===== config.mk =====
export PLATFORM = sky130hd
export DESIGN_NAME = dmf_rank_cell
export DESIGN_NICKNAME = d
export VERILOG_FILES = /design/src/rtl/core/dmf_pkg.sv /design/src/rtl/core/dmf_rank_cell.sv
export SDC_FILE = /design/constraint.sdc
export NUM_CORES = 1
export LEC_CHECK = 0
export BUFFER_PORTS_ARGS = -buffer_cell sky130_fd_sc_hd__buf_2
export CORE_AREA = 8 8 324 326
export DETAILED_ROUTE_END_ITERATION = 10
export DIE_AREA = 0 0 332 334
export SLEW_MARGIN = 10
export SYNTH_ARGS = -nofsm -noshare
export SYNTH_HDL_FRONTEND = slang
export SYNTH_SLANG_ARGS = --single-unit

===== constraint.sdc =====
create_clock -name clk_i -period 7.2 [get_ports clk_i]
set_input_delay 1.44 -clock clk_i [delete_from_list [all_inputs] [get_ports clk_i]]
set_output_delay 1.44 -clock clk_i [all_outputs]
set_load 0.05 [all_outputs]

===== src/rtl/core/dmf_pkg.sv =====
// Shared constants and register codes for the depth median filter.
`default_nettype none

package dmf_pkg;

  parameter int MAX_WIDTH_DEF  = 1024;
  parameter int MAX_HEIGHT_DEF = 1024;
  parameter int MAX_RADIUS_DEF = 3;
  parameter int DEPTH_BITS_DEF = 16;

  parameter int CFG_ADDR_W = 2;
  parameter int CFG_DATA_W = 16;

  parameter int WIDTH_REG_W  = 11;
  parameter int HEIGHT_REG_W = 11;
  parameter int RADIUS_REG_W = 2;
  parameter int MAXMOV_REG_W = 16;

  parameter logic [WIDTH_REG_W-1:0]  WIDTH_RST  = 11'd640;
  parameter logic [HEIGHT_REG_W-1:0] HEIGHT_RST = 11'd480;
  parameter logic [RADIUS_REG_W-1:0] RADIUS_RST = 2'd1;
  parameter logic [MAXMOV_REG_W-1:0] MAXMOV_RST = 16'd100;

  typedef enum logic [CFG_ADDR_W-1:0] {
    REG_WIDTH  = 2'd0,
    REG_HEIGHT = 2'd1,
    REG_RADIUS = 2'd2,
    REG_MAXMOV = 2'd3
  } cfg_reg_e;

endpackage

`default_nettype wire


===== src/rtl/core/dmf_rank_cell.sv =====
// One rank cell: counts the window samples below and not above its own sample.
`default_nettype none

module dmf_rank_cell #(
  parameter int IDX = 0,
  parameter int N   = 7,
  parameter int NC  = 49,
  parameter int DB  = 16,
  parameter int CW  = 6
) (
  input  wire logic                 clk_i,
  input  wire logic                 en_i,
  input  wire logic [NC-1:0][DB-1:0] vals_i,
  input  wire logic [NC-1:0]        ok_i,
  output logic      [CW-1:0]        lt_o,
  output logic      [CW-1:0]        le_o
);
  import dmf_pkg::*;

  localparam int GW = $clog2(N + 1);

  logic [NC-1:0]         lt_bits_q, le_bits_q;
  logic [N-1:0][GW-1:0]  lt_grp_d, le_grp_d, lt_grp_q, le_grp_q;
  logic [CW-1:0]         lt_d, le_d, lt_q, le_q;

  always_ff @(posedge clk_i) begin
    if (en_i) begin
      for (int j = 0; j < NC; j++) begin
        lt_bits_q[j] <= ok_i[j] && (vals_i[j] <  vals_i[IDX]);
        le_bits_q[j] <= ok_i[j] && (vals_i[j] <= vals_i[IDX]);
      end
    end
  end

  always_comb begin
    for (int g = 0; g < N; g++) begin
      lt_grp_d[g] = '0;
      le_grp_d[g] = '0;
      for (int j = 0; j < N; j++) begin
        lt_grp_d[g] = lt_grp_d[g] + GW'(lt_bits_q[g*N+j]);
        le_grp_d[g] = le_grp_d[g] + GW'(le_bits_q[g*N+j]);
      end
    end
  end

  always_comb begin
    lt_d = '0;
    le_d = '0;
    for (int g = 0; g < N; g++) begin
      lt_d = lt_d + CW'(lt_grp_q[g]);
      le_d = le_d + CW'(le_grp_q[g]);
    end
  end

  always_ff @(posedge clk_i) begin
    if (en_i) begin
      lt_grp_q <= lt_grp_d;
      le_grp_q <= le_grp_d;
      lt_q     <= lt_d;
      le_q     <= le_d;
    end
  end

  assign lt_o = lt_q;
  assign le_o = le_q;

endmodule

`default_nettype wire


==> metrics.txt <==
sequential standard cell area approximately 4500 um^2; vias around 23000; die area about 110000 um^2; flops & latches, synth roughly 150; run status finished, final reports clean; post-cts sizing count 0; top cell type's share of synthesized area between 30% and 40%; Final Instance Area ~31000 um^2; CORE AREA 99600 um^2; Critical Path AT ~4.2 ns; fmax 252 MHz; number of global-route vias before repair between 20000 and 25000; wire per inst 23.3 um; RSZ-0062 raised after global routing false; number of max-cap violations 0; Syn Inst Count between 2000 and 2500; die width about 330 um; crit path time final about 4 ns; Initial Util between 20% and 30%; area delta synth->final 27.2%; share of cells above drive strength 1 between 30% and 40%; final core area utilization 31.4%; Overflow after GRT 0; asr flop ratio synth 0%; Clock Root Buffer clkbuf_16; initial antenna violation count 38; CP peak stage delay 0.58 ns; final cell count without fillers 4684; CTS sink count between 150 and 200; critical path launch point type input port; Final Cycle Share between 50% and 60%; CTS tree yes; crit-path cells buf_2, clkinv_2, buf_4, ha_1, nand4_1, nor4_1, o21ai_1, o211a_1, a41o_1; Worst Setup End Kind flop; global-route wire length before repair ~160000 um; Initial DRC Count ~1100; GRT Util Overall a little under a fifth; Routed WL roughly 110000 um; port buffer count 846; worst-skew pair later-pin latency ~0.47 ns; Hold/Removal Path Class flop to flop; IO Count 847; Worst Path Max Fanout 26; synth warn 0; mapped cell area approximately 25000 um^2; Worst path slowest cell buf_4; post-synthesis sequential area ratio ~18%; largest net degree at the start of global routing 91; total CTS buffers 17; placer's final routability congestion estimate a little over 0.9; number of flops mapped to enable cells by yosys between 150 and 200; power density cells between 150 and 200 nW/um^2; DP Cell Count 4630; Post-DRT Antenna Nets 0; Main synth FF type edfxtp_1; site row count 116; TritonRoute pass-1 iters 5; Hold Fails Final Rpt 0; leakage about 16 nW; clk buf depth 2; DRC viols 0; Avg Vias per Cell roughly 5; Final setup viols 0; setup bufs post-CTS 0; Fin Setup TNS 0 ns; Layout Nets between 5000 and 6000; Slew Limit Fails 0; clock-pin slew on the worst setup and hold paths ~0.070 ns; Synth area leaders ha_1 40%, edfxtp_1 18%, fa_1 6.6%; area taken by multi-input logic gates 19000 um^2; Crit Path Class input port to flop; fill count roughly 10000; DP Area between 30000 and 40000 um^2; Die Span Y between 300 and 400 um; Final Skew 0.0121 ns; Max-slew headroom approximately a third; Mapped Avg Cell Area about 10 um^2; Slew @ Worst Pin between 0.9 and 1 ns; leading area contributor after synthesis ha_1; Req. time, crit path 7.42 ns; post-synthesis cell type count 32; hold_buf cts 0; VDD IR max between 400 and 500 uV; htree depth 4; Design Power 5.99 mW; Detailed Place HPWL 92500 um; Syn Nets between 4000 and 5000
[power breakdown]
group | switching, mW | internal (mW)
logic | 2.06 | 1.52
registers | 0.0997 | 1.36
clock network | 0.468 | 0.492
[per-stage QoR]
step / hold WS [ns] / setup WS [ns]
after floorplan: 0.526 / 3.47
after global placement: 0.575 / 2.72
after detailed placement: 0.578 / 2.73
after CTS: 0.605 / 3.28
after global routing: 0.627 / 3.15
final: 0.584 / 3.24
[kinds of logic after synthesis]
group           count (synthesis)  share of synthesized area, %
buf+inv                       279                          4.26
simple gates                  577                          14.9
flops                         151                          18.4
compound gates                587                          15.7
xor+xnor                        4                         0.142
fa+ha+maj                     867                          46.6
[cell type report]
| cell class | instances | share of cell area [%] |
|---|---|---|
| inverter | 279 | 3.41 |
| clock buffer | 17 | 1.36 |
| sequential | 151 | 14.5 |
| multi-input combinational | 2035 | 60.8 |
| antenna | 22 | 0.176 |
| clock inverter | 15 | 0.500 |
| timing repair buffer | 867 | 14.1 |
| tap | 1298 | 5.19 |
[sequential cells by signal (all words and copies together) (netlist names)]
register and count:
le_o 6, lt_o 6, lt_grp_q 21, le_bits_q 49, le_grp_q 21, lt_bits_q 48
[synth_stat cells, drive strengths merged (52+ instances only)]
cell type / n
nor4: 89
edfxtp: 151
fa: 81
a21o: 52
nand4: 98
a21oi: 287
inv: 279
ha: 786
o21ai: 54
nand2: 186
[critical path, delay by kind of cell]
kind / cells / cell delay, ns
AOI/OAI and AO/OA: 3 / 0.49
adders and majority gates: 1 / 0.40
buffers and inverters: 3 / 1.19
and+or+nand+nor: 2 / 0.60
[per-layer routing]
| metal | global-route usage, % | wire [um] | share of wire, % | vias up |
|---|---|---|---|---|
| li1 | - | - | - | 11300 |
| met1 | 22.7 | 45600 | 42 | 11100 |
| met2 | 34.4 | 54900 | 50 | 841 |
| met3 | 3.74 | 6080 | 5.6 | 175 |
| met4 | 5.22 | 2700 | 2.5 | 6 |
| met5 | 0 | 34 | 0.031 | - |
[cells in the final DEF (no fill, tap or decap), types with 2 or more instances in the layout]
master	instances
nor3_1	4
nand2b_1	6
a211o_1	2
a21o_1	52
xnor2_1	4
nor2b_1	49
nand3_1	49
o211ai_1	46
buf_2	844
buf_4	21
edfxtp_1	151
diode_2	22
a41o_1	47
nand2_1	186
inv_8	4
ha_1	786
clkbuf_16	17
clkinv_2	16
inv_6	6
a211oi_1	4
a21boi_2	33
nand4_1	59
inv_1	264
nand4_2	39
o211a_1	3
o2111ai_1	44
nor4b_2	2
a21oi_1	287
nor4_1	45
nor3b_1	44
fa_1	81
and3_1	49
clkinvlp_4	2
o21ai_0	53
nor4_2	44
a21boi_1	13
[worst paths after layout]
path / end / slack (ns) / cells after the start / from
max: le_bits_q[26] / 3.24 / 9 / vals_i[6]
max reg2reg: lt_o[3] / 3.55 / 11 / lt_grp_q[11]
min reg2reg: le_o[0] / 0.58 / 1 / le_grp_q[18]
min: le_o[0] / 0.58 / 1 / le_grp_q[18]
No activity file was read; power rests on OpenSTA's default activity.
